<file path="src/hw/rtl/arqsw_pkg.sv">
package arqsw_pkg;

  localparam int unsigned FUNC_W   = 2;
  localparam int unsigned SEQ_W    = 24;
  localparam int unsigned HANDLE_W = 16;
  localparam int unsigned KIND_W   = 8;
  localparam int unsigned TIME_W   = 32;
  localparam int unsigned RETRY_W  = 8;
  localparam int unsigned CNT_W    = 6;
  localparam int unsigned RES_W    = 3;
  localparam int unsigned DATA_W   = 32;
  localparam int unsigned PADDR_W  = 3;
  localparam int unsigned REG_SEL_BIT = 2;

  localparam int unsigned WINDOW_DEPTH_DEF = 32;
  localparam int unsigned RETX_BURST_DEF   = 16;
  localparam int unsigned QUEUE_DEPTH      = 2;

  localparam logic [SEQ_W-1:0]   HALF_SEQ        = 24'h800000;
  localparam logic [RETRY_W-1:0] RETRY_MAX       = 8'hFF;
  localparam logic [TIME_W-1:0]  TIMEOUT_RST     = 32'd1000;
  localparam logic [RETRY_W-1:0] RETRY_LIMIT_RST = 8'd5;

  localparam logic REG_TIMEOUT = 1'b0;
  localparam logic REG_RETRY   = 1'b1;

  typedef enum logic [FUNC_W-1:0] {
    OP_SEND = 2'd0,
    OP_ACK  = 2'd1,
    OP_NACK = 2'd2,
    OP_TICK = 2'd3
  } op_e;

  typedef enum logic [RES_W-1:0] {
    RES_ACCEPTED = 3'd0,
    RES_FULL     = 3'd1,
    RES_RELEASED = 3'd2,
    RES_RETX     = 3'd3,
    RES_DROPPED  = 3'd4,
    RES_SUMMARY  = 3'd5
  } res_e;

  typedef enum logic [1:0] {
    ST_IDLE,
    ST_WALK,
    ST_SUM
  } st_e;

  typedef struct packed {
    op_e                 op;
    logic [SEQ_W-1:0]    seq;
    logic [HANDLE_W-1:0] handle;
    logic [KIND_W-1:0]   kind;
    logic [TIME_W-1:0]   now;
  } item_t;

  typedef struct packed {
    logic [SEQ_W-1:0]    seq;
    logic [HANDLE_W-1:0] handle;
    logic [KIND_W-1:0]   kind;
    logic [TIME_W-1:0]   sent_at;
    logic [RETRY_W-1:0]  retries;
  } slot_t;

  typedef struct packed {
    res_e                result_kind;
    logic [SEQ_W-1:0]    entry_seq;
    logic [HANDLE_W-1:0] entry_handle;
    logic [KIND_W-1:0]   entry_kind;
    logic [CNT_W-1:0]    affected_count;
    logic                last;
  } res_t;

endpackage

</file>
<file path="src/hw/rtl/arqsw_req_if.sv">
interface arqsw_req_if;
  import arqsw_pkg::*;
  logic                valid;
  logic                ready;
  logic [FUNC_W-1:0]   func;
  logic [SEQ_W-1:0]    seq_number;
  logic [HANDLE_W-1:0] buffer_handle;
  logic [KIND_W-1:0]   segment_kind;
  logic [TIME_W-1:0]   time_now;

  modport source (output valid, func, seq_number, buffer_handle, segment_kind, time_now,
                  input ready);
  modport sink (input valid, func, seq_number, buffer_handle, segment_kind, time_now,
                output ready);
endinterface

</file>
<file path="src/hw/rtl/arqsw_rsp_if.sv">
interface arqsw_rsp_if;
  import arqsw_pkg::*;
  logic                valid;
  logic                ready;
  logic [RES_W-1:0]    result_kind;
  logic [SEQ_W-1:0]    entry_seq;
  logic [HANDLE_W-1:0] entry_handle;
  logic [KIND_W-1:0]   entry_kind;
  logic [CNT_W-1:0]    affected_count;
  logic                last;

  modport source (output valid, result_kind, entry_seq, entry_handle, entry_kind,
                  affected_count, last, input ready);
  modport sink (input valid, result_kind, entry_seq, entry_handle, entry_kind,
                affected_count, last, output ready);
endinterface

</file>
<file path="src/hw/rtl/arqsw_front.sv">
module arqsw_front (
  input  logic            clk_i,
  input  logic            rst_ni,
  arqsw_req_if.sink       req_i,
  output logic            item_valid_o,
  output arqsw_pkg::item_t item_o,
  input  logic            item_full_i
);
  import arqsw_pkg::*;

  logic  valid_q;
  item_t item_q;
  item_t item_d;
  logic  take;
  logic  push;

  // only a send carries a buffer handle and a segment kind
  always_comb begin
    item_d.op     = op_e'(req_i.func);
    item_d.seq    = req_i.seq_number;
    item_d.now    = req_i.time_now;
    item_d.handle = '0;
    item_d.kind   = '0;
    if (item_d.op == OP_SEND) begin
      item_d.handle = req_i.buffer_handle;
      item_d.kind   = req_i.segment_kind;
    end
  end

  assign push        = valid_q && !item_full_i;
  assign req_i.ready = !valid_q || !item_full_i;
  assign take        = req_i.valid && req_i.ready;

  always_ff @(posedge clk_i or negedge rst_ni) begin
    if (!rst_ni) begin
      valid_q <= 1'b0;
    end else if (take) begin
      valid_q <= 1'b1;
    end else if (push) begin
      valid_q <= 1'b0;
    end
  end

  always_ff @(posedge clk_i) begin
    if (take) begin
      item_q <= item_d;
    end
  end

  assign item_valid_o = valid_q;
  assign item_o       = item_q;
endmodule

</file>
<file path="src/hw/rtl/arqsw_fifo.sv">
module arqsw_fifo #(
  parameter int unsigned DEPTH = arqsw_pkg::QUEUE_DEPTH
) (
  input  logic             clk_i,
  input  logic             rst_ni,
  input  logic             push_i,
  input  arqsw_pkg::item_t data_i,
  output logic             full_o,
  output logic             valid_o,
  output arqsw_pkg::item_t data_o,
  input  logic             pop_i
);
  import arqsw_pkg::*;

  localparam int unsigned IW = $clog2(DEPTH);
  localparam int unsigned CW = $clog2(DEPTH + 1);
  localparam logic [IW-1:0] IDX_LAST = IW'(DEPTH - 1);
  localparam logic [CW-1:0] CNT_FULL = CW'(DEPTH);

  item_t         slots_q [DEPTH];
  logic [IW-1:0] wr_q;
  logic [IW-1:0] rd_q;
  logic [CW-1:0] cnt_q;
  logic          push_ok;
  logic          pop_ok;

  assign full_o  = (cnt_q == CNT_FULL);
  assign valid_o = (cnt_q != '0);
  assign data_o  = slots_q[rd_q];
  assign push_ok = push_i && !full_o;
  assign pop_ok  = pop_i && valid_o;

  always_ff @(posedge clk_i or negedge rst_ni) begin
    if (!rst_ni) begin
      wr_q  <= '0;
      rd_q  <= '0;
      cnt_q <= '0;
    end else begin
      if (push_ok) begin
        wr_q <= (wr_q == IDX_LAST) ? '0 : wr_q + 1'b1;
      end
      if (pop_ok) begin
        rd_q <= (rd_q == IDX_LAST) ? '0 : rd_q + 1'b1;
      end
      case ({push_ok, pop_ok})
        2'b10:   cnt_q <= cnt_q + 1'b1;
        2'b01:   cnt_q <= cnt_q - 1'b1;
        default: cnt_q <= cnt_q;
      endcase
    end
  end

  always_ff @(posedge clk_i) begin
    if (push_ok) begin
      slots_q[wr_q] <= data_i;
    end
  end
endmodule

</file>
<file path="src/hw/rtl/arqsw_back.sv">
module arqsw_back #(
  parameter int unsigned WINDOW_DEPTH = arqsw_pkg::WINDOW_DEPTH_DEF,
  parameter int unsigned RETX_BURST   = arqsw_pkg::RETX_BURST_DEF
) (
  input  logic                            clk_i,
  input  logic                            rst_ni,
  input  logic                            item_valid_i,
  input  arqsw_pkg::item_t                item_i,
  output logic                            item_pop_o,
  input  logic [arqsw_pkg::TIME_W-1:0]    timeout_i,
  input  logic [arqsw_pkg::RETRY_W-1:0]   retry_limit_i,
  arqsw_rsp_if.source                     rsp_o
);
  import arqsw_pkg::*;

  localparam int unsigned SW = $clog2(WINDOW_DEPTH);
  localparam int unsigned PW = $clog2(2 * WINDOW_DEPTH);
  localparam int unsigned NW = $clog2(WINDOW_DEPTH + 1);
  localparam logic [PW-1:0]    PTR_LAST = PW'(2 * WINDOW_DEPTH - 1);
  localparam logic [PW-1:0]    DEPTH_P  = PW'(WINDOW_DEPTH);
  localparam logic [PW:0]      SPAN     = (PW + 1)'(2 * WINDOW_DEPTH);
  localparam logic [NW-1:0]    DEPTH_N  = NW'(WINDOW_DEPTH);
  localparam logic [CNT_W-1:0] BURST_C  = CNT_W'(RETX_BURST);

  function automatic logic [PW-1:0] ptr_inc(input logic [PW-1:0] p);
    return (p == PTR_LAST) ? '0 : p + 1'b1;
  endfunction

  function automatic logic [SW-1:0] slot_of(input logic [PW-1:0] p);
    logic [PW-1:0] r;
    r = (p >= DEPTH_P) ? p - DEPTH_P : p;
    return r[SW-1:0];
  endfunction

  st_e                 state_q, state_d;
  item_t               op_q;
  logic [PW-1:0]       base_q, next_q, p_q;
  logic [NW-1:0]       i_q, n_q;
  logic [CNT_W-1:0]    cnt_q;
  logic [WINDOW_DEPTH-1:0] busy_q;
  slot_t               mem [WINDOW_DEPTH];
  slot_t               rd_q;
  logic                out_valid_q;
  res_t                out_q;

  logic                out_free;
  logic [SW-1:0]       cur_slot, send_slot, rd_addr, mem_wa;
  logic                busy_cur;
  logic [SEQ_W-1:0]    ack_diff, nack_diff;
  logic [TIME_W-1:0]   age;
  logic                expired, can_retx;
  logic [RETRY_W-1:0]  retries_inc;
  logic                walk_end, walk_emit;
  res_e                walk_kind;
  logic                step;
  logic [PW:0]         occ_raw;
  logic [NW-1:0]       occ;
  logic                send_full;
  logic                idle_go_send, idle_go_walk;
  logic                emit_v, mem_we;
  res_t                emit_r;
  slot_t               mem_wd;

  assign out_free  = !out_valid_q || rsp_o.ready;
  assign cur_slot  = slot_of(p_q);
  assign send_slot = slot_of(next_q);
  assign busy_cur  = busy_q[cur_slot];

  assign ack_diff    = op_q.seq - rd_q.seq;
  assign nack_diff   = rd_q.seq - op_q.seq;
  assign age         = op_q.now - rd_q.sent_at;
  assign expired     = age > timeout_i;
  assign can_retx    = rd_q.retries < retry_limit_i;
  assign retries_inc = (rd_q.retries == RETRY_MAX) ? rd_q.retries : rd_q.retries + 1'b1;

  always_comb begin
    occ_raw = {1'b0, next_q} - {1'b0, base_q};
    if (next_q < base_q) begin
      occ_raw = occ_raw + SPAN;
    end
    occ = NW'(occ_raw);
  end

  assign send_full    = busy_q[send_slot] || (occ >= DEPTH_N);
  assign idle_go_send = (state_q == ST_IDLE) && item_valid_i && (item_i.op == OP_SEND)
                        && out_free;
  assign idle_go_walk = (state_q == ST_IDLE) && item_valid_i && (item_i.op != OP_SEND);
  assign item_pop_o   = idle_go_send || idle_go_walk;

  // per-entry decision on the slot read out last cycle
  always_comb begin
    walk_end  = 1'b1;
    walk_emit = 1'b0;
    walk_kind = RES_RETX;
    unique case (op_q.op)
      OP_ACK: begin
        walk_end  = (p_q == next_q) || (ack_diff >= HALF_SEQ);
        walk_emit = busy_cur;
        walk_kind = RES_RELEASED;
      end
      OP_NACK: begin
        walk_end  = (i_q == n_q) || (cnt_q == BURST_C);
        walk_emit = busy_cur && (nack_diff < HALF_SEQ);
        walk_kind = RES_RETX;
      end
      OP_TICK: begin
        walk_end  = (i_q == n_q);
        walk_emit = busy_cur && expired;
        walk_kind = can_retx ? RES_RETX : RES_DROPPED;
      end
      default: begin
        walk_end = 1'b1;
      end
    endcase
  end

  assign step = (state_q == ST_WALK) && !walk_end && (!walk_emit || out_free);

  always_comb begin
    state_d = state_q;
    unique case (state_q)
      ST_IDLE: if (idle_go_walk) state_d = ST_WALK;
      ST_WALK: if (walk_end) state_d = ST_SUM;
      ST_SUM:  if (out_free) state_d = ST_IDLE;
      default: state_d = ST_IDLE;
    endcase
  end

  always_comb begin
    emit_v  = 1'b0;
    emit_r  = '0;
    mem_we  = 1'b0;
    mem_wa  = send_slot;
    mem_wd  = rd_q;
    rd_addr = slot_of(base_q);
    unique case (state_q)
      ST_IDLE: begin
        if (idle_go_send) begin
          emit_v              = 1'b1;
          emit_r.result_kind  = send_full ? RES_FULL : RES_ACCEPTED;
          emit_r.entry_seq    = item_i.seq;
          emit_r.entry_handle = item_i.handle;
          emit_r.entry_kind   = item_i.kind;
          emit_r.last         = 1'b1;
          if (!send_full) begin
            mem_we         = 1'b1;
            mem_wd.seq     = item_i.seq;
            mem_wd.handle  = item_i.handle;
            mem_wd.kind    = item_i.kind;
            mem_wd.sent_at = item_i.now;
            mem_wd.retries = '0;
          end
        end
      end
      ST_WALK: begin
        rd_addr = step ? slot_of(ptr_inc(p_q)) : cur_slot;
        if (step && walk_emit) begin
          emit_v              = 1'b1;
          emit_r.result_kind  = walk_kind;
          emit_r.entry_seq    = rd_q.seq;
          emit_r.entry_handle = rd_q.handle;
          emit_r.entry_kind   = rd_q.kind;
          if (walk_kind == RES_RETX) begin
            mem_we         = 1'b1;
            mem_wa         = cur_slot;
            mem_wd.sent_at = op_q.now;
            mem_wd.retries = retries_inc;
          end
        end
      end
      ST_SUM: begin
        if (out_free) begin
          emit_v                = 1'b1;
          emit_r.result_kind    = RES_SUMMARY;
          emit_r.entry_seq      = (op_q.op == OP_TICK) ? '0 : op_q.seq;
          emit_r.affected_count = cnt_q;
          emit_r.last           = 1'b1;
        end
      end
      default: begin
        emit_v = 1'b0;
      end
    endcase
  end

  always_ff @(posedge clk_i or negedge rst_ni) begin
    if (!rst_ni) begin
      state_q     <= ST_IDLE;
      base_q      <= '0;
      next_q      <= '0;
      p_q         <= '0;
      i_q         <= '0;
      n_q         <= '0;
      cnt_q       <= '0;
      busy_q      <= '0;
      out_valid_q <= 1'b0;
    end else begin
      state_q <= state_d;
      if (idle_go_send && !send_full) begin
        busy_q[send_slot] <= 1'b1;
        next_q            <= ptr_inc(next_q);
      end
      if (idle_go_walk) begin
        p_q   <= base_q;
        i_q   <= '0;
        cnt_q <= '0;
        n_q   <= occ;
      end
      if (step) begin
        p_q <= ptr_inc(p_q);
        i_q <= i_q + 1'b1;
        if (walk_emit) begin
          cnt_q <= cnt_q + 1'b1;
        end
        if (op_q.op == OP_ACK) begin
          busy_q[cur_slot] <= 1'b0;
          base_q           <= ptr_inc(p_q);
        end else if (walk_emit && (walk_kind == RES_DROPPED)) begin
          busy_q[cur_slot] <= 1'b0;
        end
      end
      if (emit_v) begin
        out_valid_q <= 1'b1;
      end else if (rsp_o.ready) begin
        out_valid_q <= 1'b0;
      end
    end
  end

  always_ff @(posedge clk_i) begin
    if (idle_go_walk) begin
      op_q <= item_i;
    end
    if (emit_v) begin
      out_q <= emit_r;
    end
  end

  always_ff @(posedge clk_i) begin
    if (mem_we) begin
      mem[mem_wa] <= mem_wd;
    end
    rd_q <= mem[rd_addr];
  end

  assign rsp_o.valid          = out_valid_q;
  assign rsp_o.result_kind    = out_q.result_kind;
  assign rsp_o.entry_seq      = out_q.entry_seq;
  assign rsp_o.entry_handle   = out_q.entry_handle;
  assign rsp_o.entry_kind     = out_q.entry_kind;
  assign rsp_o.affected_count = out_q.affected_count;
  assign rsp_o.last           = out_q.last;
endmodule

</file>
<file path="src/hw/rtl/arq_send_window.sv">
// Channel   Dir  Handshake      Beat carries
// req_i     in   valid/ready    func, seq_number, buffer_handle, segment_kind, time_now
// rsp_o     out  valid/ready    result_kind, entry_seq, entry_handle, entry_kind,
//                               affected_count, last
// APB       in   psel/penable   timeout_ticks at 0x0, retry_limit at 0x4
//
// A send gives one beat from the back end.
// Ack, nack and tick walk the window in the back end: a start step, one step per
// entry visited, a step to see the end of the walk and one for the summary.
// The slot memory has one read port and the walk visits one entry per cycle while
// rsp_o is not stalled, reading the next slot while judging this one.
// Reset clears the busy flags and both pointers at once; no clearing pass.
// A stalled rsp_o holds the walk on an entry with a beat to give; req_i keeps filling
// the front register and the two-beat queue meanwhile.
module arq_send_window #(
  parameter int unsigned WINDOW_DEPTH = arqsw_pkg::WINDOW_DEPTH_DEF,
  parameter int unsigned RETX_BURST   = arqsw_pkg::RETX_BURST_DEF
) (
  input  logic                            clk_i,
  input  logic                            rst_ni,
  arqsw_req_if.sink                       req_i,
  arqsw_rsp_if.source                     rsp_o,
  input  logic                            psel,
  input  logic                            penable,
  input  logic                            pwrite,
  input  logic [arqsw_pkg::PADDR_W-1:0]   paddr,
  input  logic [arqsw_pkg::DATA_W-1:0]    pwdata,
  output logic [arqsw_pkg::DATA_W-1:0]    prdata,
  output logic                            pready
);
  import arqsw_pkg::*;

  logic [TIME_W-1:0]  timeout_q;
  logic [RETRY_W-1:0] retry_limit_q;
  logic               cfg_we;
  logic               reg_sel;

  item_t front_item, queue_item;
  logic  front_valid, queue_full, queue_valid, queue_pop;

  // register file: written in the access phase, always ready
  assign pready  = 1'b1;
  assign cfg_we  = psel && penable && pwrite;
  assign reg_sel = paddr[REG_SEL_BIT];

  always_ff @(posedge clk_i or negedge rst_ni) begin
    if (!rst_ni) begin
      timeout_q     <= TIMEOUT_RST;
      retry_limit_q <= RETRY_LIMIT_RST;
    end else if (cfg_we) begin
      unique case (reg_sel)
        REG_TIMEOUT: timeout_q     <= pwdata;
        REG_RETRY:   retry_limit_q <= pwdata[RETRY_W-1:0];
        default:     timeout_q     <= timeout_q;
      endcase
    end
  end

  always_comb begin
    unique case (reg_sel)
      REG_TIMEOUT: prdata = timeout_q;
      REG_RETRY:   prdata = {{(DATA_W - RETRY_W){1'b0}}, retry_limit_q};
      default:     prdata = '0;
    endcase
  end

  // front: register and classify each beat
  arqsw_front u_front (
    .clk_i        (clk_i),
    .rst_ni       (rst_ni),
    .req_i        (req_i),
    .item_valid_o (front_valid),
    .item_o       (front_item),
    .item_full_i  (queue_full)
  );

  // decouple classification from the window walk
  arqsw_fifo #(
    .DEPTH (QUEUE_DEPTH)
  ) u_fifo (
    .clk_i   (clk_i),
    .rst_ni  (rst_ni),
    .push_i  (front_valid),
    .data_i  (front_item),
    .full_o  (queue_full),
    .valid_o (queue_valid),
    .data_o  (queue_item),
    .pop_i   (queue_pop)
  );

  // back: window state, slot memory and result register
  arqsw_back #(
    .WINDOW_DEPTH (WINDOW_DEPTH),
    .RETX_BURST   (RETX_BURST)
  ) u_back (
    .clk_i         (clk_i),
    .rst_ni        (rst_ni),
    .item_valid_i  (queue_valid),
    .item_i        (queue_item),
    .item_pop_o    (queue_pop),
    .timeout_i     (timeout_q),
    .retry_limit_i (retry_limit_q),
    .rsp_o         (rsp_o)
  );

  // a summary always closes its item
  a_sum_last: assert property (@(posedge clk_i) disable iff (!rst_ni)
    rsp_o.valid && (rsp_o.result_kind == RES_SUMMARY) |-> rsp_o.last)
    else $error("summary beat without last");

  // per-entry beats of a walk never close the item
  a_walk_not_last: assert property (@(posedge clk_i) disable iff (!rst_ni)
    rsp_o.valid && ((rsp_o.result_kind == RES_RELEASED) ||
                    (rsp_o.result_kind == RES_RETX) ||
                    (rsp_o.result_kind == RES_DROPPED)) |-> !rsp_o.last)
    else $error("walk beat marked last");

  // only a summary carries a count
  a_count_sum_only: assert property (@(posedge clk_i) disable iff (!rst_ni)
    rsp_o.valid && (rsp_o.result_kind != RES_SUMMARY) |-> (rsp_o.affected_count == '0))
    else $error("count outside summary");
endmodule

</file>
<file path="src/flat_wrapper.sv">
// flat-port wrapper written by rule: the top's interface ports become plain ports
module arq_send_window_flat import arqsw_pkg::*;
#(
  parameter int unsigned WINDOW_DEPTH = arqsw_pkg::WINDOW_DEPTH_DEF,
  parameter int unsigned RETX_BURST   = arqsw_pkg::RETX_BURST_DEF
)
  (clk_i, rst_ni, psel, penable, pwrite, paddr, pwdata, prdata, pready, req_i_valid, req_i_func, req_i_seq_number, req_i_buffer_handle, req_i_segment_kind, req_i_time_now, req_i_ready, rsp_o_valid, rsp_o_result_kind, rsp_o_entry_seq, rsp_o_entry_handle, rsp_o_entry_kind, rsp_o_affected_count, rsp_o_last, rsp_o_ready);
  arqsw_req_if req_i_i ();
  arqsw_rsp_if rsp_o_i ();
  input  logic clk_i;
  input  logic rst_ni;
  input  logic psel;
  input  logic penable;
  input  logic pwrite;
  input  logic [arqsw_pkg::PADDR_W-1:0] paddr;
  input  logic [arqsw_pkg::DATA_W-1:0] pwdata;
  output logic [arqsw_pkg::DATA_W-1:0] prdata;
  output logic pready;
  input wire logic [$bits(req_i_i.valid)-1:0] req_i_valid;
  input wire logic [$bits(req_i_i.func)-1:0] req_i_func;
  input wire logic [$bits(req_i_i.seq_number)-1:0] req_i_seq_number;
  input wire logic [$bits(req_i_i.buffer_handle)-1:0] req_i_buffer_handle;
  input wire logic [$bits(req_i_i.segment_kind)-1:0] req_i_segment_kind;
  input wire logic [$bits(req_i_i.time_now)-1:0] req_i_time_now;
  output wire logic [$bits(req_i_i.ready)-1:0] req_i_ready;
  output wire logic [$bits(rsp_o_i.valid)-1:0] rsp_o_valid;
  output wire logic [$bits(rsp_o_i.result_kind)-1:0] rsp_o_result_kind;
  output wire logic [$bits(rsp_o_i.entry_seq)-1:0] rsp_o_entry_seq;
  output wire logic [$bits(rsp_o_i.entry_handle)-1:0] rsp_o_entry_handle;
  output wire logic [$bits(rsp_o_i.entry_kind)-1:0] rsp_o_entry_kind;
  output wire logic [$bits(rsp_o_i.affected_count)-1:0] rsp_o_affected_count;
  output wire logic [$bits(rsp_o_i.last)-1:0] rsp_o_last;
  input wire logic [$bits(rsp_o_i.ready)-1:0] rsp_o_ready;
  assign req_i_i.valid = req_i_valid;
  assign req_i_i.func = req_i_func;
  assign req_i_i.seq_number = req_i_seq_number;
  assign req_i_i.buffer_handle = req_i_buffer_handle;
  assign req_i_i.segment_kind = req_i_segment_kind;
  assign req_i_i.time_now = req_i_time_now;
  assign req_i_ready = req_i_i.ready;
  assign rsp_o_valid = rsp_o_i.valid;
  assign rsp_o_result_kind = rsp_o_i.result_kind;
  assign rsp_o_entry_seq = rsp_o_i.entry_seq;
  assign rsp_o_entry_handle = rsp_o_i.entry_handle;
  assign rsp_o_entry_kind = rsp_o_i.entry_kind;
  assign rsp_o_affected_count = rsp_o_i.affected_count;
  assign rsp_o_last = rsp_o_i.last;
  assign rsp_o_i.ready = rsp_o_ready;
  arq_send_window #(.WINDOW_DEPTH(WINDOW_DEPTH), .RETX_BURST(RETX_BURST)) u_core (.clk_i(clk_i), .rst_ni(rst_ni), .req_i(req_i_i), .rsp_o(rsp_o_i), .psel(psel), .penable(penable), .pwrite(pwrite), .paddr(paddr), .pwdata(pwdata), .prdata(prdata), .pready(pready));
endmodule
</file>
<file path="config.mk">
export PLATFORM = sky130hd
export DESIGN_NAME = arq_send_window_flat
export DESIGN_NICKNAME = d
export VERILOG_FILES = /design/src/hw/rtl/arqsw_pkg.sv /design/src/hw/rtl/arqsw_req_if.sv /design/src/hw/rtl/arqsw_rsp_if.sv /design/src/hw/rtl/arqsw_front.sv /design/src/hw/rtl/arqsw_fifo.sv /design/src/hw/rtl/arqsw_back.sv /design/src/hw/rtl/arq_send_window.sv /design/src/flat_wrapper.sv
export SDC_FILE = /design/constraint.sdc
export NUM_CORES = 2
export LEC_CHECK = 0
export BUFFER_PORTS_ARGS = -buffer_cell sky130_fd_sc_hd__buf_2
export CAP_MARGIN = 30
export CELL_PAD_IN_SITES_DETAIL_PLACEMENT = 1
export CELL_PAD_IN_SITES_GLOBAL_PLACEMENT = 2
export CORE_ASPECT_RATIO = 0.6
export CORE_UTILIZATION = 46
export CTS_CLUSTER_DIAMETER = 30
export CTS_CLUSTER_SIZE = 40
export DETAILED_ROUTE_END_ITERATION = 7
export GPL_TIMING_DRIVEN = 0
export HOLD_SLACK_MARGIN = 0.02
export PLACE_DENSITY_LB_ADDON = 0.1
export SYNTH_ARGS = -nofsm -noshare
export SYNTH_HDL_FRONTEND = slang
export SYNTH_SLANG_ARGS = --single-unit
</file>
<file path="constraint.sdc">
create_clock -name clk_i -period 12 [get_ports clk_i]
set_input_delay 0.6 -clock clk_i [delete_from_list [all_inputs] [get_ports clk_i]]
set_output_delay 0.6 -clock clk_i [all_outputs]
set_load 0.03 [all_outputs]
</file>
==> flow_summary.json <==
{
  "synth_top_family_by_area": "simple AND/OR/NAND/NOR gates",
  "overflow": 0,
  "clk_latency_ns": 0.98,
  "postLayoutCoreUtil_pct": 57.5,
  "finalSetupTns_ns": 0,
  "wl_per_cell_um": 34.6,
  "drc": 4,
  "finalCritPeriodShare_pct": 98.6,
  "place.gp.congestion": 0.876,
  "core_mm2": 0.287,
  "fp.dieW_um": 696,
  "rows": 152,
  "drt_iter0_markers": 12500,
  "via_count": 89000,
  "die-height_um": 418,
  "violations": "DRC",
  "dieArea_mm2": 0.291,
  "yosysTopAreaCell": "edfxtp_1",
  "synth-seq-cells": 3382,
  "start_util_pct": 46.4,
  "critPathLaunchType": "flop",
  "firstDrtPassIters": 8,
  "worstMarginPinSlew_ns": 1.33,
  "setup_ws_ns": 0.171,
  "viasPerCell": 6.19,
  "synthSimpleGateAreaFrac_pct": 7.98,
  "synth_area_leaders": "edfxtp_1 (72%), mux2i_1 (4.7%), nand2_1 (4.7%), dfrtp_1 (2.0%), a21oi_1 (1.8%)",
  "synth_top_area_share_pct": 71.8,
  "slew_headroom_pct": 11.4,
  "worstPathRequired_ns": 12.80,
  "cts_buffers": 541,
  "hold_path_class": "in -> async",
  "cts_tree": "built",
  "ios": 217,
  "critical_path_class": "reg -> reg",
  "syn_area_per_cell_um2": 14.9,
  "grt_max_degree": 86,
  "timing.final.hold_violations": 0,
  "clock_path_buffers": 4,
  "arrival_ns": 12.63,
  "synthesis.area_mm2": 0.133,
  "synth_edf_count": 3178,
  "yosys.area_share.adder_pct": 1.29,
  "synthMuxAreaShare_pct": 5.90,
  "grt_pass1_wl_um": 685000,
  "cts_root_buffer": "clkbuf_16",
  "drv_slew": 0,
  "yosysWarnings": 0,
  "syn_nets": 9150,
  "ys_types": 78,
  "max_freq_mhz": 84.5,
  "fillers": 26700,
  "crit_top_cell": "buf_2",
  "synth_xor_area_share_pct": 0.382,
  "synth_compound_area_share_pct": 6.95,
  "cap_violations": 0,
  "synthTopCellsByCount": "edfxtp_1 (3,178), nand2_1 (1,648), mux2i_1 (626)",
  "clk_pin_slew_ns": 0.06,
  "max_stage_delay_ns": 0.90,
  "async_reset_ff_share_pct": 3.43,
  "grt_pass1_vias": 88700,
  "critPathMaxFanout": 10,
  "slowest_stage": "nor4_1",
  "status": "complete, but fails checks",
  "syn_inst": 8890,
  "cts_sinks": 3382,
  "areaGrowthSynthToFinish_pct": 24.0,
  "routed_wl_um": 498000,
  "hold_ws_ns": 0.121,
  "antenna_found_initial": 41,
  "port_buffers": 213,
  "place_ws_ns": -0.451,
  "postRouteAntennaNets": 0,
  "dp_hpwl_um": 349000,
  "drive_gt1_share_pct": 16.7,
  "setup_violations": 0,
  "fin_worst_skew_ns": 0.0590,
  "final.min_clock_period_ns": 11.83,
  "end_kind": "flop",
  "grt_usage_pct": 33.6,
  "ys_seq_area_share_pct": 75.4,
  "synth.most_common_cell": "edfxtp_1",
  "ff2ff_path_depth": 33,
  "htree_levels": 6,
  "synth_flop_cell": "edfxtp_1",
  "nets": 10300
}
==> cell usage in the layout, fill, tap and decap left out, drive strengths merged, types with 15 or more instances in the layout <==
master | synthesis | final
a31oi | 144 | 144
mux2i | 626 | 626
inv | 188 | 234
nand4 | 107 | 107
clkbuf | 353 | 1004
nor3 | 20 | 20
a222oi | 44 | 44
nand2b | 15 | 15
dfxtp | 88 | 88
a221oi | 150 | 150
buf | 169 | 674
o22ai | 112 | 112
a32oi | 228 | 228
and3 | 23 | 23
dfrtp | 108 | 108
mux4 | 16 | 16
o21ai | 108 | 108
nor4 | 94 | 94
xor2 | 24 | 24
clkinv | 2 | 162
bufinv | 0 | 71
clkinvlp | 0 | 44
dlygate4sd3 | 0 | 116
a21o | 17 | 17
diode | 0 | 47
edfxtp | 3178 | 3178
and2 | 39 | 39
mux2 | 107 | 107
nor2b | 17 | 17
ha | 134 | 134
nand2 | 1648 | 1648
xnor2 | 34 | 34
nor2 | 156 | 156
a21oi | 467 | 467
nand3 | 334 | 334
a221o | 15 | 15
==> state kept, by name (all words and copies together), names as in the netlist, 2 cells and up <==
signal,count
u_core.u_back.rsp_o.entry_seq,24
u_core.u_back.rd_q,88
u_core.u_back.op_q,58
u_core.u_back.busy_q,32
u_core.u_back.next_q,6
u_core.u_fifo.cnt_q,2
u_core.u_back.i_q,6
u_core.u_front.item_o,82
u_core.retry_limit_q,8
u_core.timeout_q,32
u_core.u_back.rsp_o.result_kind,3
u_core.u_back.state_q,2
u_core.u_back.mem,2816
u_core.u_back.n_q,6
u_core.u_back.p_q,6
u_core.u_back.cnt_q,6
u_core.u_fifo.slots_q,164
u_core.u_back.base_q,6
u_core.u_back.rsp_o.entry_handle,16
u_core.u_back.rsp_o.entry_kind,8
u_core.u_back.rsp_o.affected_count,6
==> layer usage <==
| metal | up-vias | global-route usage, % | part of all wire (%) |
|---|---|---|---|
| li1 | 36600 | - | - |
| met2 | 5155 | 46.5 | 41 |
| met3 | 734 | 8.82 | 12 |
| met1 | 46400 | 51.1 | 43 |
| met4 | 14 | 11.6 | 3.5 |
| met5 | - | 0 | 0.016 |
==> worst paths after layout <==
check,startpoint,to,slack [ns]
min,rst_ni,u_core.timeout_q[4]$_DFFE_PN0P_,0.12
max,u_core.u_back.rd_q[9]$_DFF_P_,u_core.u_back.rd_q[23]$_DFF_P_,0.17
max reg2reg,u_core.u_back.rd_q[9]$_DFF_P_,u_core.u_back.rd_q[23]$_DFF_P_,0.17
min in group clk_i,rsp_o_ready,u_core.u_back.state_q[1]$_DFFE_PN0P_,0.14
min reg2reg,u_core.u_front.item_o[71]$_DFFE_PP_,u_core.u_fifo.slots_q[0][71]$_DFFE_PP_,0.45
max in group asynchronous,rst_ni,u_core.u_fifo.cnt_q[1]$_DFFE_PN0P_,11.03
==> metrics by stage <==
step / area [µm²] / instances
detailed placement: 144000 / 13200
CTS: 164000 / 14300
floorplan: 133000 / 8890
global placement: 139000 / 13000
global route: 165000 / 14300
finish: 165000 / 14400
==> critical path, delay by kind of cell (launching register included) <==
kind / cells / cell delay (ns)
flops: 1 / 0.52
buf+inv: 6 / 2.04
compound gates: 13 / 4.03
simple gates: 11 / 4.21
xor+xnor: 1 / 0.17
fa+ha+maj: 2 / 0.65
==> cell families after synthesis <==
| group | count (synthesis) |
|---|---|
| AO/OA/AOI/OAI | 1372 |
| XOR/XNOR | 58 |
| adder cells (fa/ha/maj) | 136 |
| buffers and inverters | 712 |
| flip-flops | 3382 |
| multiplexers | 749 |
| other | 1 |
| AND/OR/NAND/NOR | 2480 |
==> timing repair <==
action	4_1_cts	5_1_grt
gates resized for setup	12	13
endpoints found under the hold margin	239	0
buffers inserted	0	3
pin swaps	0	2
hold buffers	116	0
gates cloned	0	0
endpoints found under the setup margin	33	363
==> final cells by class <==
class	count	area (µm²)	area share (%)
Sequential cell	3382	100000	60.8
Antenna cell	47	118	0.0714
Clock buffer	646	14700	8.91
Timing Repair Buffer	626	7700	4.67
Multi-Input combinational cell	4796	30700	18.6
Buffer	522	2180	1.32
Tap cell	3850	4820	2.92
Inverter	190	718	0.436
Clock inverter	321	3720	2.26
Power is not shown: default switching activity piles up to over one toggle a cycle in this logic, so the estimate is an artifact.
